===== config.mk =====
export PLATFORM = sky130hd
export DESIGN_NAME = radio_command_decode_link_watchdog
export DESIGN_NICKNAME = d
export VERILOG_FILES = /design/src/design/rcdlw_pkg.sv /design/src/design/radio_command_decode_link_watchdog.sv
export SDC_FILE = /design/constraint.sdc
export NUM_CORES = 1
export LEC_CHECK = 0
export ABC_AREA = 0
export BUFFER_PORTS_ARGS = -buffer_cell sky130_fd_sc_hd__buf_2
export CAP_MARGIN = 5
export CORE_MARGIN = 10
export CORE_UTILIZATION = 60
export DETAILED_ROUTE_END_ITERATION = 7
export PLACE_DENSITY = 0.85
export REMOVE_ABC_BUFFERS = 1
export SLEW_MARGIN = 20
export SYNTH_ARGS = -nofsm -noshare
export SYNTH_HDL_FRONTEND = slang
export SYNTH_SLANG_ARGS = --single-unit

===== constraint.sdc =====
create_clock -name clk_i -period 7.8 [get_ports clk_i]
set_clock_uncertainty 0.05 [all_clocks]
set_input_delay 0.78 -clock clk_i [delete_from_list [all_inputs] [get_ports clk_i]]
set_output_delay 0.78 -clock clk_i [all_outputs]
set_load 0.02 [all_outputs]

===== src/design/rcdlw_pkg.sv =====
// Shared types, constants and the stick axis decoder for the radio command decoder.
package rcdlw_pkg;

  localparam int unsigned AxisCenter = 127;
  localparam int unsigned Deadzone   = 5;

  localparam logic [19:0] MaxDelayReset  = 20'd100000;
  localparam logic [31:0] LossLimitReset = 32'd1000000;

  // Item kind carried on tuser
  localparam logic KindPacket = 1'b0;
  localparam logic KindTick   = 1'b1;

  // Register index taken from paddr[2]
  localparam logic RegMaxDelay  = 1'b0;
  localparam logic RegLossLimit = 1'b1;

  typedef enum logic [1:0] {
    CAUSE_NONE      = 2'd0,
    CAUSE_BUTTON    = 2'd1,
    CAUSE_LINK_LOSS = 2'd2
  } cause_e;

  typedef logic signed [8:0] axis_t;

  // Remove the centre offset and zero small deflections.
  function automatic axis_t decode_axis(input logic [7:0] raw);
    axis_t v;
    axis_t dz;
    dz = axis_t'(Deadzone);
    v  = $signed({1'b0, raw}) - axis_t'(AxisCenter);
    if ((v < dz) && (v > -dz)) begin
      v = '0;
    end
    return v;
  endfunction

endpackage


===== src/design/radio_command_decode_link_watchdog.sv =====
// Radio command decoder with link-loss watchdog: three-stage stream pipeline and APB registers.
//
//  channel | dir    | handshake             | contents
//  --------+--------+-----------------------+------------------------------------------------
//  s_axis  | in     | s_axis_tvalid/tready  | kind on tuser; sticks, pot, buttons, loop, now
//  m_axis  | out    | m_axis_tvalid/tready  | four axes, pot, light, standby, abort, cause
//  apb     | in/out | psel, penable, pready | max packet delay, loss limit
//
// One request is taken every cycle while the output is free; its result passes the input
// register, state update, and output register with the loss compare on its way to m_axis.
// The watchdog state lives in the state update stage, so each request sees the state left
// by the one before it. A stalled output holds every stage and drops s_axis_tready.
// Reset at once sets the register defaults, clears the held values and the watchdog state.
module radio_command_decode_link_watchdog (
  input  logic         clk_i,
  input  logic         rst_ni,
  // stream in
  input  logic         s_axis_tvalid,
  output logic         s_axis_tready,
  input  logic [111:0] s_axis_tdata,  // [7:0] axis_x_raw, [15:8] axis_y_raw,
                                      // [23:16] axis_z_raw, [31:24] axis_r_raw,
                                      // [39:32] pot_raw, [47:40] button_bits,
                                      // [79:48] loop_time_us, [111:80] now_us
  input  logic         s_axis_tuser,  // [0] kind
  // stream out
  output logic         m_axis_tvalid,
  input  logic         m_axis_tready,
  output logic [55:0]  m_axis_tdata,  // [8:0] roll_cmd, [17:9] pitch_cmd,
                                      // [26:18] height_cmd, [35:27] yaw_cmd,
                                      // [43:36] pot_level, [44] light_on,
                                      // [45] standby_pressed, [46] abort_now,
                                      // [48:47] abort_cause, [55:49] zero
  // configuration
  input  logic         psel,
  input  logic         penable,
  input  logic         pwrite,
  input  logic [2:0]   paddr,
  input  logic [31:0]  pwdata,
  output logic [31:0]  prdata,
  output logic         pready
);

  import rcdlw_pkg::*;

  // ------------------------------------------------------------------
  // Configuration registers
  // ------------------------------------------------------------------
  logic [19:0] max_delay_q;
  logic [31:0] loss_limit_q;
  logic        cfg_wr;

  assign pready = 1'b1;
  assign cfg_wr = psel && penable && pwrite && pready;

  always_ff @(posedge clk_i or negedge rst_ni) begin
    if (!rst_ni) begin
      max_delay_q  <= MaxDelayReset;
      loss_limit_q <= LossLimitReset;
    end else if (cfg_wr) begin
      case (paddr[2])
        RegMaxDelay:  max_delay_q  <= pwdata[19:0];
        RegLossLimit: loss_limit_q <= pwdata;
        default:      ;
      endcase
    end
  end

  always_comb begin
    case (paddr[2])
      RegMaxDelay:  prdata = {12'd0, max_delay_q};
      RegLossLimit: prdata = loss_limit_q;
      default:      prdata = '0;
    endcase
  end

  // ------------------------------------------------------------------
  // Pipeline advance: move every stage while the output is free
  // ------------------------------------------------------------------
  logic m_valid_q;
  logic adv;

  assign adv           = !m_valid_q || m_axis_tready;
  assign s_axis_tready = adv;

  // ------------------------------------------------------------------
  // Stage A: input register
  // ------------------------------------------------------------------
  logic        a_valid_q;
  logic        a_kind_q;
  logic [7:0]  a_axis_x_q, a_axis_y_q, a_axis_z_q, a_axis_r_q;
  logic [7:0]  a_pot_q;
  logic [7:0]  a_buttons_q;
  logic [31:0] a_loop_q;
  logic [31:0] a_now_q;

  always_ff @(posedge clk_i or negedge rst_ni) begin
    if (!rst_ni) begin
      a_valid_q <= 1'b0;
    end else if (adv) begin
      a_valid_q <= s_axis_tvalid;
    end
  end

  always_ff @(posedge clk_i) begin
    if (adv && s_axis_tvalid) begin
      a_kind_q    <= s_axis_tuser;
      a_axis_x_q  <= s_axis_tdata[7:0];
      a_axis_y_q  <= s_axis_tdata[15:8];
      a_axis_z_q  <= s_axis_tdata[23:16];
      a_axis_r_q  <= s_axis_tdata[31:24];
      a_pot_q     <= s_axis_tdata[39:32];
      a_buttons_q <= s_axis_tdata[47:40];
      a_loop_q    <= s_axis_tdata[79:48];
      a_now_q     <= s_axis_tdata[111:80];
    end
  end

  // ------------------------------------------------------------------
  // Stage B: state update. The held values double as this stage's
  // result, since they only change when the next request moves in.
  // ------------------------------------------------------------------
  axis_t       roll_q, pitch_q, height_q, yaw_q;
  logic [7:0]  pot_q;
  logic        light_q, standby_q;
  logic        packet_seen_q;
  logic        time_started_q;
  logic [31:0] last_time_q;
  logic [31:0] timer_q;

  logic        b_valid_q;
  logic        b_tick_q;
  logic        b_button_q;
  logic [31:0] b_silence_q;

  logic        do_step;
  logic        is_tick;
  logic [31:0] last_eff;
  logic [32:0] timer_sum;
  logic [31:0] timer_sat;
  logic [31:0] timer_cred;
  logic [31:0] gap;
  logic        credit;
  logic [31:0] timer_d;
  logic [31:0] last_time_d;
  logic [31:0] silence_d;

  assign do_step = adv && a_valid_q;
  assign is_tick = (a_kind_q == KindTick);

  always_comb begin
    // Load the first tick's time before anything reads it
    last_eff   = time_started_q ? last_time_q : a_now_q;
    timer_sum  = {1'b0, timer_q} + {1'b0, a_loop_q};
    timer_sat  = timer_sum[32] ? '1 : timer_sum[31:0];
    timer_cred = (timer_sat > {12'd0, max_delay_q}) ? timer_sat - {12'd0, max_delay_q} : '0;
    gap        = a_now_q - last_eff;
    credit     = packet_seen_q && (gap <= {12'd0, max_delay_q});
    timer_d    = credit ? timer_cred : timer_sat;
    // A packet since the last tick restarts the silence interval now
    last_time_d = packet_seen_q ? a_now_q : last_eff;
    silence_d   = packet_seen_q ? '0 : gap;
  end

  always_ff @(posedge clk_i or negedge rst_ni) begin
    if (!rst_ni) begin
      roll_q         <= '0;
      pitch_q        <= '0;
      height_q       <= '0;
      yaw_q          <= '0;
      pot_q          <= '0;
      light_q        <= 1'b0;
      standby_q      <= 1'b0;
      packet_seen_q  <= 1'b0;
      time_started_q <= 1'b0;
      last_time_q    <= '0;
      timer_q        <= '0;
      b_valid_q      <= 1'b0;
    end else if (adv) begin
      b_valid_q <= a_valid_q;
      if (a_valid_q) begin
        if (is_tick) begin
          time_started_q <= 1'b1;
          timer_q        <= timer_d;
          last_time_q    <= last_time_d;
          packet_seen_q  <= 1'b0;
        end else begin
          roll_q        <= decode_axis(a_axis_x_q);
          pitch_q       <= axis_t'(0) - decode_axis(a_axis_y_q);
          height_q      <= decode_axis(a_axis_z_q);
          yaw_q         <= decode_axis(a_axis_r_q);
          pot_q         <= a_pot_q;
          light_q       <= a_buttons_q[2];
          standby_q     <= a_buttons_q[1];
          packet_seen_q <= 1'b1;
        end
      end
    end
  end

  always_ff @(posedge clk_i) begin
    if (do_step) begin
      b_tick_q    <= is_tick;
      b_button_q  <= a_buttons_q[0];
      b_silence_q <= silence_d;
    end
  end

  // ------------------------------------------------------------------
  // Stage C: loss compare and output register
  // ------------------------------------------------------------------
  logic [32:0] loss_sum;
  logic        loss_hit;
  logic        abort_d;
  cause_e      cause_d;

  axis_t       m_roll_q, m_pitch_q, m_height_q, m_yaw_q;
  logic [7:0]  m_pot_q;
  logic        m_light_q, m_standby_q, m_abort_q;
  cause_e      m_cause_q;

  always_comb begin
    // Exact 33-bit sum, no wrap
    loss_sum = {1'b0, timer_q} + {1'b0, b_silence_q};
    loss_hit = (loss_sum >= {1'b0, loss_limit_q});
    if (b_tick_q) begin
      abort_d = loss_hit;
      cause_d = loss_hit ? CAUSE_LINK_LOSS : CAUSE_NONE;
    end else begin
      abort_d = b_button_q;
      cause_d = b_button_q ? CAUSE_BUTTON : CAUSE_NONE;
    end
  end

  always_ff @(posedge clk_i or negedge rst_ni) begin
    if (!rst_ni) begin
      m_valid_q <= 1'b0;
    end else if (adv) begin
      m_valid_q <= b_valid_q;
    end
  end

  always_ff @(posedge clk_i) begin
    if (adv && b_valid_q) begin
      m_roll_q    <= roll_q;
      m_pitch_q   <= pitch_q;
      m_height_q  <= height_q;
      m_yaw_q     <= yaw_q;
      m_pot_q     <= pot_q;
      m_light_q   <= light_q;
      m_standby_q <= standby_q;
      m_abort_q   <= abort_d;
      m_cause_q   <= cause_d;
    end
  end

  assign m_axis_tvalid = m_valid_q;
  assign m_axis_tdata  = {7'd0, m_cause_q, m_abort_q, m_standby_q, m_light_q, m_pot_q,
                          m_yaw_q, m_height_q, m_pitch_q, m_roll_q};

`ifndef SYNTHESIS
  // Abort flag and cause agree
  assert property (@(posedge clk_i) disable iff (!rst_ni)
    m_valid_q |-> (m_abort_q == (m_cause_q != CAUSE_NONE)))
    else $error("abort flag and cause disagree");

  // A tick leaves the time base started and no packet pending
  assert property (@(posedge clk_i) disable iff (!rst_ni)
    (do_step && is_tick) |=> (time_started_q && !packet_seen_q))
    else $error("tick did not settle watchdog state");

  // A tick after a packet restarts silence from the current time
  assert property (@(posedge clk_i) disable iff (!rst_ni)
    (do_step && is_tick && packet_seen_q) |=>
      ((last_time_q == $past(a_now_q)) && (b_silence_q == '0)))
    else $error("packet time not restarted");

  // A packet never changes the watchdog timer
  assert property (@(posedge clk_i) disable iff (!rst_ni)
    (do_step && !is_tick) |=> $stable(timer_q))
    else $error("packet disturbed loss timer");
`endif

endmodule


# Yosys cells after proc, flatten, opt, wreduce, memory -nomap -nowiden
# Cells that the tools add are included.
# classes
add_sub_neg	9
n_lt_le_gt_ge	11
muxes	18
bitwise_logic	2
n_reduce_logical	17
# op_table
operator	count
$mux 32	5
$add 32x32->33	2
$pmux 32 s2	1
$mux 9	7
$gt 9x4->1 const B	4
$lt 9x4->1 const B	4
$sub 8x7->9 const B	4
$ge 33x32->1	1
$gt 32x20->1	1
$le 32x20->1	1
$sub 32x20->32	1
$sub 32x32->32	1
$logic_and 1x1->1	10
$sub 1x9->9 const A	1
$reduce_and 2->1	3
$reduce_and 3->1	2
$mux 2	2
$mux 1	3
$not 1->1	2
$logic_not 1->1	1
$logic_or 1x1->1	1
# totals
register_bits	358
in_bits	155
out_inout_bits	91
elab_cells	94

# Depth between registers and ports, before layout
# Gate-level depths: netlist of run 1.
# depth
ltp_word	8
depth_mapped	26
ltp_nobuf	23

# Worst setup path after synthesis of run 1
# Ideal clock, no wire load.
# synth_path
path_kind	register to register
startpoint	register timer_q[0]
endpoint	register timer_q[27]
arrival_time_ps	5288
t_required_ps	7623
setup_slack_ps	2335
path_stages_with_launch	24
synth_period_minus_slack_ps	5465
path_cell_list	dfrtp_1 > ha_1 > fa_1 > a211oi_2 > o211ai_2 > a21oi_4 > a211o_1 > and2_1 > clkbuf_1 > clkbuf_1 > clkbuf_1 > nand2_1 > ha_1 > o211a_1 > o31ai_1 > a31oi_1 > o31a_1 > o21a_1 > o21ai_0 > a31oi_1 > a211oi_2 > a31oi_1 > nor3b_1 > o21ai_1
# synth_between
elab_chain_cells	5
word_cells_on_any_way	6
# synth_lines
item	line	source
start: declaration	radio_command_decode_link_watchdog.sv:128	logic [31:0] timer_q;
start signal: assignment	radio_command_decode_link_watchdog.sv:183	timer_q <= timer_d;
$add 32x32->33 (*)	radio_command_decode_link_watchdog.sv:153	timer_sum = {1'b0, timer_q} + {1'b0, a_loop_q};
$mux 32 (*)	radio_command_decode_link_watchdog.sv:154	timer_sat = timer_sum[32] ? '1 : timer_sum[31:0];
$sub 32x20->32 or $gt 32x20->1 (tied branches)	radio_command_decode_link_watchdog.sv:155	timer_cred = (timer_sat > {12'd0, max_delay_q}) ? timer_sat - {12'd0, max_delay_q} : '0;
$mux 32	radio_command_decode_link_watchdog.sv:155	
$mux 32 (*)	radio_command_decode_link_watchdog.sv:158	timer_d = credit ? timer_cred : timer_sat;
# Every way passes the cells marked *; elsewhere a longest branch is shown, timed or not.
# A chain may end at the register's enable or synchronous reset.

# Final worst setup path of run 1
# layout_path
startpoint	register time_started_q
endpoint	register timer_q[24]
# layout_between
elab_chain_cells	5
# layout_lines
item	line	source
start: declaration	radio_command_decode_link_watchdog.sv:126	logic time_started_q;
start signal: assignment	radio_command_decode_link_watchdog.sv:174	time_started_q <= 1'b0;
start signal: assignment	radio_command_decode_link_watchdog.sv:182	time_started_q <= 1'b1;
$mux 32	radio_command_decode_link_watchdog.sv:152	last_eff = time_started_q ? last_time_q : a_now_q;
$sub 32x32->32	radio_command_decode_link_watchdog.sv:156	gap = a_now_q - last_eff;
named net gap[17]	radio_command_decode_link_watchdog.sv:141	logic [31:0] gap;
$le 32x20->1	radio_command_decode_link_watchdog.sv:157	credit = packet_seen_q && (gap <= {12'd0, max_delay_q});
$logic_and 1x1->1	radio_command_decode_link_watchdog.sv:157	
$mux 32	radio_command_decode_link_watchdog.sv:158	
# The timed path passes the listed nets, and every way through them passes these cells.

==> results.yml, run 1 <==
routing:
  vias_per_cell: 6.18
  antenna_left: 0
  wl_per_cell_um: 20.8
  vias: 17900
  drt_iter0_drc: 1766
  drcViolationCount: 0
  wl_um: 60100
  dr.pass1.iters: 6
cts:
  cts_root_buffer: "clkbuf_16"
  clk_pin_slew_ns: 0.06
  htreeDepth: 2
  cts_tree: "done"
  cts_buffers: 38
  holdBufCountCts: 0
  postCtsSetupRepairBufs: 0
  cts_max_path_buffers: 3
  cts_resized: 0
  clock_sinks: 358
  clk_latency_ns: 0.58
final_layout:
  nNetsFinal: 2732
  final_cell_area_sq_mm: 0.0250
  utilization: 0.684
  num-fill-cells: 2668
  layout-drive-gt1-share: 0.180
  area_delta_synth_final_pct: 12.5
die:
  dieHeight_um: 212
  coreArea_sq_mm: 0.0365
  die_area_sq_mm: 0.0451
  die_w_um: 212
  num_rows: 70
  io-pin-count: 246
  start_util: 0.608
pwr:
  leakage_nw: 10.9
  irDropWorstVdd_v: 0.000284
  power_density_mw_per_mm2: 464
  power_mw: 11.6
critical_path:
  criticalPathCategory: "reg2reg"
  cp-start-kind: "flip-flop"
  crit_fanout: 21
  r2r-start: "time_started_q"
  reg2regPathDepth: 19
  r2r-end: "timer_q[24]"
  endpoint_kind: "flip-flop"
  required_ns: 8.16
  ff2ff_setup_slack_ns: 1.54
  crit_arrival_ns: 6.62
synthesis:
  syn-mean-instance-area_sq_um: 10.1
  ys_ff_latch: 358
  synth_common_cells: "238 x nand2_1, 191 x edfxtp_1, 176 x ha_1"
  yosys_warnings: 0
  syn_area_sq_mm: 0.0222
  synthCells: 2194
  ys_seq_area_frac: 0.447
  ys.flop_type: "edfxtp_1"
  synthArstFlopShare: 0.466
  synth_area_leaders: "edfxtp_1 26%, dfrtp_1 17%, ha_1 9.9%"
  yosysTopAreaCell: "edfxtp_1"
  synth_most_common_cell: "nand2_1"
  synth_top_cell_area_share: 0.258
  synth-edff-count: 191
  yosysUniqueCellTypes: 85
placed_design:
  port_buffers: 230
  place_area_sq_mm: 0.0237
  dp_hpwl_um: 45500
  gp_congestion: 0.972
timing:
  max_freq_ghz: 0.160
  rsz0062_at_grt: "no"
  slew_viol_final: 0
  timing_worst_slew_pin_value_ns: 1.06
  final.min_clock_period_ns: 6.26
  setup-tns-final_ns: 0
  slew-limit-headroom: 0.292
  fin_crit_sh: 0.803
  finalHoldViolCount: 0
  setup_viol: 0
  hold_slack_ns: 0.100
grt:
  use_met3: 0.0427
  antenna_found_initial: 1
  grt_pass1_vias: 17700
  grt_max_degree: 74
  grt.busiest_layer: "met2"
  gr-total-overflow: 0
  grt.met1_usage: 0.343
  grt_util_all_layers: 0.263
  grt_pass1_wl_um: 94300
  grt_use_met2: 0.437
min_path:
  hp-class: "in2async"
job:
  maxCapViolCount: 0
outcome:
  status: "complete, no violations"
where the power goes:
group / internal, mW / switching [mW]
logic: 2.73 / 4.02
registers: 2.64 / 0.374
clock network: 1.05 / 0.791
sequential cells by signal, indices dropped and copies added, names as in the netlist, 9 cells and up:
register	flops
timer_q	32
pitch_q	9
m_height_q	9
a_now_q	32
last_time_q	32
m_pitch_q	9
b_silence_q	32
roll_q	9
height_q	9
max_delay_q	20
loss_limit_q	32
a_loop_q	32
yaw_q	9
m_yaw_q	9
m_roll_q	9
worst max-delay path, stage by stage, from the launching register on:
cell and delay [ns]:
dfrtp_2 0.76, mux2i_1 0.23, ha_1 0.31, nor2b_1 0.18
o31a_1 0.23, o211ai_1 0.20, a211oi_1 0.52, nor2_1 0.11
xnor2_1 0.31, ha_1 0.32, a21oi_1 0.16, o21ai_0 0.15
a211o_1 0.25, nor3_1 0.13, o21ai_0 0.20, nor2_1 0.14
and4b_1 0.22, nand4_1 0.81, o41ai_1 0.64, a31oi_1 0.14
placed cells by master, fill, tap and decap left out, types with 17 or more instances in the layout:
cell type,Yosys,layout
o21ai_1,21,20
inv_1,88,88
a21o_1,35,35
ha_1,176,176
nand2b_1,32,31
xor2_1,44,44
clkbuf_16,0,38
o211ai_1,17,17
edfxtp_1,191,191
a31oi_1,25,25
dfrtp_1,154,153
nor3_1,36,35
and3_1,25,25
o21ai_0,139,139
mux2_2,85,85
a21oi_1,150,150
nor2b_1,37,37
a211oi_1,30,30
nand4_1,38,38
and2_1,28,26
xnor2_1,73,73
nand2_1,238,238
mux2i_1,34,34
buf_2,6,229
nand3_1,57,57
nor2_1,114,114
o21a_1,30,30
stage by stage:
step           setup WS [ns]  std cells
6_report                1.54       2897
2_1_floorplan           1.99       2112
4_1_cts                 1.68       2895
3_5_place_dp            1.69       2825
3_3_place_gp            1.75       2825
5_1_grt                 1.04       2896
worst max path at each step:
stage | startpoint | slack, ns | depth (start not counted) | end
floorplan | time_started_q | 1.99 | 19 | timer_q[24]
global placement | time_started_q | 1.75 | 22 | timer_q[24]
detailed placement | time_started_q | 1.69 | 19 | timer_q[24]
CTS | time_started_q | 1.68 | 19 | timer_q[24]
global route | time_started_q | 1.04 | 19 | timer_q[24]
finish | time_started_q | 1.54 | 19 | timer_q[24]
area by class of cell:
cell class / count / area, sq um / area share
Antenna cell: 2 / 5.00 / 0.000200
Clock buffer: 46 / 1020 / 0.0408
Clock inverter: 24 / 253 / 0.0101
Inverter: 88 / 330 / 0.0132
Multi-Input combinational cell: 1666 / 11600 / 0.464
Sequential cell: 358 / 9930 / 0.397
Tap cell: 468 / 586 / 0.0234
Timing Repair Buffer: 245 / 1270 / 0.0508
logic make-up after synthesis:
group	count (synthesis)	synth area share
compound gates	565	0.162
xor+xnor	117	0.0461
fa+ha+maj	180	0.103
buf+inv	176	0.0323
flops	358	0.447
mux	120	0.0590
other cells	2	0.000338
simple gates	676	0.150
metal layers:
| metal | wire length, um | share of wire |
|---|---|---|
| met5 | 0 | 0 |
| met4 | 1770 | 0.029 |
| met1 | 25100 | 0.42 |
| met2 | 29300 | 0.49 |
| met3 | 3950 | 0.066 |
No activity file was read; power rests on OpenSTA's default activity.
==> run 2, diff against run 1 <==
Settings changed: CORE_UTILIZATION 60 to 54, PLACE_DENSITY 0.85 to 0.81.
Clock period 7.8 ns to 5.4 ns, I/O delays scaled along.
==> run 2 against run 1 <==
Compared with the run above: global-route usage decreased by 2.4 points; sequential power is 44% higher; combinational power grew 57%.
==> results.yml, run 2 (synthesis gave the netlist of run 1 again) <==
critical_path:
  endpoint_kind: "flip-flop"
  reg2regPathDepth: 22
  crit_fanout: 17
  crit_arrival_ns: 5.62
  required_ns: 5.79
  cp-start-kind: "flip-flop"
  criticalPathCategory: "reg2reg"
routing:
  dr.pass1.iters: 5
  vias: 18100
  antenna_left: 0
  vias_per_cell: 5.94
  drcViolationCount: 0
  wl_um: 62000
  wl_per_cell_um: 20.3
  drt_iter0_drc: 1578
die:
  start_util: 0.545
  coreArea_sq_mm: 0.0407
  io-pin-count: 246
  num_rows: 74
  die_w_um: 223
  dieHeight_um: 223
  die_area_sq_mm: 0.0496
timing:
  slew-limit-headroom: 0.153
  max_freq_ghz: 0.191
  timing_worst_slew_pin_value_ns: 1.26
  fin_crit_sh: 0.968
  setup_viol: 0
  slew_viol_final: 0
  final.min_clock_period_ns: 5.23
  finalHoldViolCount: 0
grt:
  grt_pass1_wl_um: 96800
  grt_max_degree: 68
  antenna_found_initial: 5
  gr-total-overflow: 0
  grt_util_all_layers: 0.239
  grt_pass1_vias: 18100
final_layout:
  area_delta_synth_final_pct: 17.8
  instances_no_fill: 3049
  utilization: 0.642
  mostFrequentLayoutCells: "237 x nand2_1, 229 x buf_2, 191 x edfxtp_1, 171 x ha_1, 152 x dfrtp_1"
  layout_commonest_cell: "nand2_1"
  nNetsFinal: 2816
  layout-drive-gt1-share: 0.223
pwr:
  irDropWorstVdd_v: 0.000504
  leakage_nw: 11.4
  power_density_mw_per_mm2: 685
cts:
  cts_buffers: 39
  cts_tree: "done"
  clk_pin_slew_ns: 0.07
  cts_max_path_buffers: 3
  clock_sinks: 358
  htreeDepth: 2
  clk_latency_ns: 0.58
  cts_root_buffer: "clkbuf_16"
placed_design:
  gp_congestion: 0.974
  dp_hpwl_um: 46600
  dpl.cell_count: 2960
  port_buffers: 230
min_path:
  hold_depth: 1
  hp-class: "in2reg"
outcome:
  status: "complete, no violations"
job:
  maxCapViolCount: 0
## run 2: changes by cell type in the layout (fill, tap and decap cells not counted), moves of 4 or more
cell       previous run  this run
a211oi_2              3         7
buf_4                15        88
a21oi_1             150       141
ha_1                176       171
bufinv_16             3         7
a211oi_1             30        26
ha_4                  0         4
buf_12                0         6
o21ai_0             139       134
a21oi_2               0         9
## run 2: per-stage QoR
step,power (mW),hold slack (ns),instance area [sq um],setup WS [ns],TNS [ns]
after CTS,17.5,0.0441,25800,0.0287,0
after floorplan,11.5,0.194,21800,-0.411,-7.94
after detailed placement,14.4,0.355,24400,0.0709,0
final,17.9,0.0754,26200,0.172,0
after global routing,19.2,0.0561,26200,-0.0394,-0.266
after global placement,14.1,0.353,24400,0.164,0
## run 2: worst max-delay path: stages (launching register included)
cell,delay (ns)
dfrtp_1,0.44
ha_4,0.31
a21oi_1,0.08
a32o_1,0.25
or4_4,0.54
a211o_1,0.29
and2_4,0.18
buf_12,0.13
buf_8,0.15
o21ai_1,0.14
ha_1,0.34
nand2_1,0.12
o2111ai_1,0.13
a21oi_1,0.15
o21ba_2,0.17
o21bai_1,0.10
a21oi_1,0.26
nand4_1,0.12
or4b_4,0.60
buf_12,0.17
and3_1,0.17
a21oi_2,0.10
o21ai_0,0.08
## run 2: path summary, 6_finish.rpt
path                             startpoint              to  slack, ns
max                             timer_q[13]      timer_q[1]       0.17
min                        s_axis_tdata[35]      a_pot_q[3]       0.08
max reg2reg                     timer_q[13]      timer_q[1]       0.17
min reg2reg                  a_buttons_q[0]      b_button_q       0.37
max in group asynchronous            rst_ni       roll_q[0]       3.59
min in group asynchronous            rst_ni  last_time_q[4]       0.48
## run 2: repair_timing
action | in CTS | in global routing
endpoints found under the hold margin | 63 | 0
setup buffers | 0 | 10
setup endpoints to repair | 0 | 33
hold buffers | 1 | 0
resized for setup | 0 | 47
## run 2: power by group
group	internal [mW]	leakage [nW]	switching [mW]	total (mW)
Clock	1.77	0.703	1.17	2.95
Sequential	3.81	3.82	0.526	4.34
Combinational	4.51	6.91	6.12	10.6
Total	10.1	11.4	7.82	17.9
## run 2: cell type report
cell class,count,area (sq um)
clock inverter,24,367
fill,3143,14600
multi-input combinational,1666,11800
tap,532,666
inverter,88,330
sequential,358,9930
clock buffer,48,1070
timing repair buffer,328,2000
antenna,5,12.5
## run 2: routing by layer
metal / vias up / GRT usage / part of all wire
li1: 8676 / - / -
met1: 8715 / 0.305 / 0.42
met3: 119 / 0.0286 / 0.051
met5: - / 0 / 0
met4: 0 / 0.0861 / 0.032
met2: 612 / 0.409 / 0.49
==> run 3, diff against run 2 <==
Settings changed: MAX_ROUTING_LAYER set to met4, REMOVE_ABC_BUFFERS 1 to unset.
==> run 3 against run 2 <==
Compared with the run above: worst hold slack gained 0.011 ns; die area is the same; core utilization shrank 0.46 points; first-iteration DRC count shrank 11%; register-to-register slack is essentially flat; clock power shrank 2%; clock-buffer cell count grew 2; cell count shrank 0.46%; non-clock buffer count shrank 11; sequential share of layout area grew 0.27 points.
==> results.yml, run 3 (synthesis gave the netlist of run 1 again) <==
timing:
  timing_worst_slew_pin_value_ns: 1.08
  hold_slack_ns: 0.0865
  fin_crit_sh: 0.968
  finalHoldViolCount: 0
  setup_viol: 0
  final.min_clock_period_ns: 5.23
  max_freq_ghz: 0.191
  slew-limit-headroom: 0.282
  slew_viol_final: 0
cts:
  cts_buffers: 39
  clock_sinks: 358
  cts_max_path_buffers: 3
  cts_tree: "done"
  cts_root_buffer: "clkbuf_16"
  clk_pin_slew_ns: 0.06
  clk_latency_ns: 0.57
  htreeDepth: 2
critical_path:
  crit_fanout: 12
  crit_arrival_ns: 5.62
  criticalPathCategory: "reg2reg"
  endpoint_kind: "flip-flop"
  cp-start-kind: "flip-flop"
  required_ns: 5.79
routing:
  wl_um: 62000
  drcViolationCount: 0
  antenna_left: 0
  vias_per_cell: 5.98
  vias: 18200
  dr.pass1.iters: 6
  wl_per_cell_um: 20.4
  drt_iter0_drc: 1409
grt:
  gr-total-overflow: 0
  antenna_found_initial: 2
  grt_pass1_wl_um: 96900
  grt_pass1_vias: 18200
  grt_util_all_layers: 0.247
  grt_max_degree: 73
pwr:
  switching_share: 0.436
  pwr-share-seq: 0.247
  combPwrFrac: 0.590
  power_mw: 17.7
  power_density_mw_per_mm2: 682
  p_int_mw: 9.98
  leakage_nw: 11.3
  clockPowerShare: 0.163
  irDropWorstVdd_v: 0.000375
  switchingPower_mw: 7.73
placed_design:
  dp_hpwl_um: 47200
  gp_congestion: 1.02
  dpl.cell_count: 2949
  port_buffers: 230
  place_area_sq_mm: 0.0243
outcome:
  status: "complete, no violations"
die:
  start_util: 0.545
  die_area_sq_mm: 0.0496
  num_rows: 74
  io-pin-count: 246
  dieHeight_um: 223
  coreArea_sq_mm: 0.0407
  die_w_um: 223
final_layout:
  multiInputGateArea_sq_mm: 0.0118
  num-fill-cells: 3254
  layout-drive-gt1-share: 0.217
  area_delta_synth_final_pct: 17.0
  mostFrequentLayoutCells: "237 x nand2_1, 229 x buf_2, 191 x edfxtp_1, 174 x ha_1, 152 x dfrtp_1"
  layout_commonest_cell: "nand2_1"
  nNetsFinal: 2805
  final_cell_area_sq_mm: 0.0260
  instances_no_fill: 3035
  register_area_sq_mm: 0.00993
  utilization: 0.638
job:
  maxCapViolCount: 0
min_path:
  hp-class: "in2reg"
==> run 3: path summary, 6_finish.rpt <==
| check | from | slack, ns | cells after the start | endpoint |
|---|---|---|---|---|
| worst max-delay path | timer_q[13] | 0.17 | 21 | timer_q[30] |
| worst max register to register | timer_q[13] | 0.17 | 21 | timer_q[30] |
| min in group asynchronous | rst_ni | 0.47 | 2 | last_time_q[9] |
| worst min register to register | a_buttons_q[0] | 0.38 | 0 | b_button_q |
| worst min-delay path | s_axis_tdata[83] | 0.09 | 1 | a_now_q[3] |
| max in group asynchronous | rst_ni | 3.57 | 3 | pot_q[4] |
==> run 3: repair_timing <==
action,CTS,global route
setup endpoints to repair,3,34
gates resized for setup,2,47
hold buffers,1,0
buffers inserted,0,10
hold endpoints to repair,43,0
pin swaps,0,14
==> run 3: worst max-delay path, cell delays in order (launching register included) <==
cell       delay [ns]
dfrtp_1          0.41
ha_1             0.34
a21oi_1          0.10
a32o_1           0.26
or4_4            0.57
a211o_1          0.33
and2_1           0.20
buf_12           0.14
buf_4            0.16
nand2b_1         0.10
ha_1             0.28
a21oi_2          0.21
o2111ai_1        0.13
a21oi_1          0.18
o21ba_2          0.19
o21bai_1         0.11
a21oi_2          0.16
nand4_1          0.10
or4b_4           0.53
buf_4            0.18
o21ai_4          0.25
o21ai_1          0.12
==> run 3: layer usage <==
metal  GRT usage  part of all wire
met2       0.400              0.48
met1       0.307              0.42
met4       0.116             0.043
met3      0.0259             0.051
met5           -                 0
==> run 3: cell type report <==
cell class	instances	share of cell area
clock inverters	22	0.0137
inverters	88	0.0127
clock buffers	50	0.0399
repair buffers	317	0.0720
multi-input cells	1666	0.454
diodes	2	0.000193
flip-flops and latches	358	0.382
well taps	532	0.0256
==> run 3: power by group through the flow <==
stage                     clock network, mW  logic [mW]  registers (mW)
after floorplan                           0        7.21            4.30
after global placement                    0        9.68            4.35
after detailed placement                  0        9.93            4.40
after CTS                              2.94        10.0            4.35
after global routing                   3.05        11.6            4.44
final                                  2.89        10.4            4.37
==> run 3: through the flow <==
| stage | worst slack [ns] | setup TNS (ns) |
|---|---|---|
| floorplan | 0.0622 | 0 |
| global placement | -0.0797 | -0.0797 |
| detailed placement | -0.114 | -0.140 |
| CTS | 0.0321 | 0 |
| global route | -0.0123 | -0.0184 |
| finish | 0.170 | 0 |
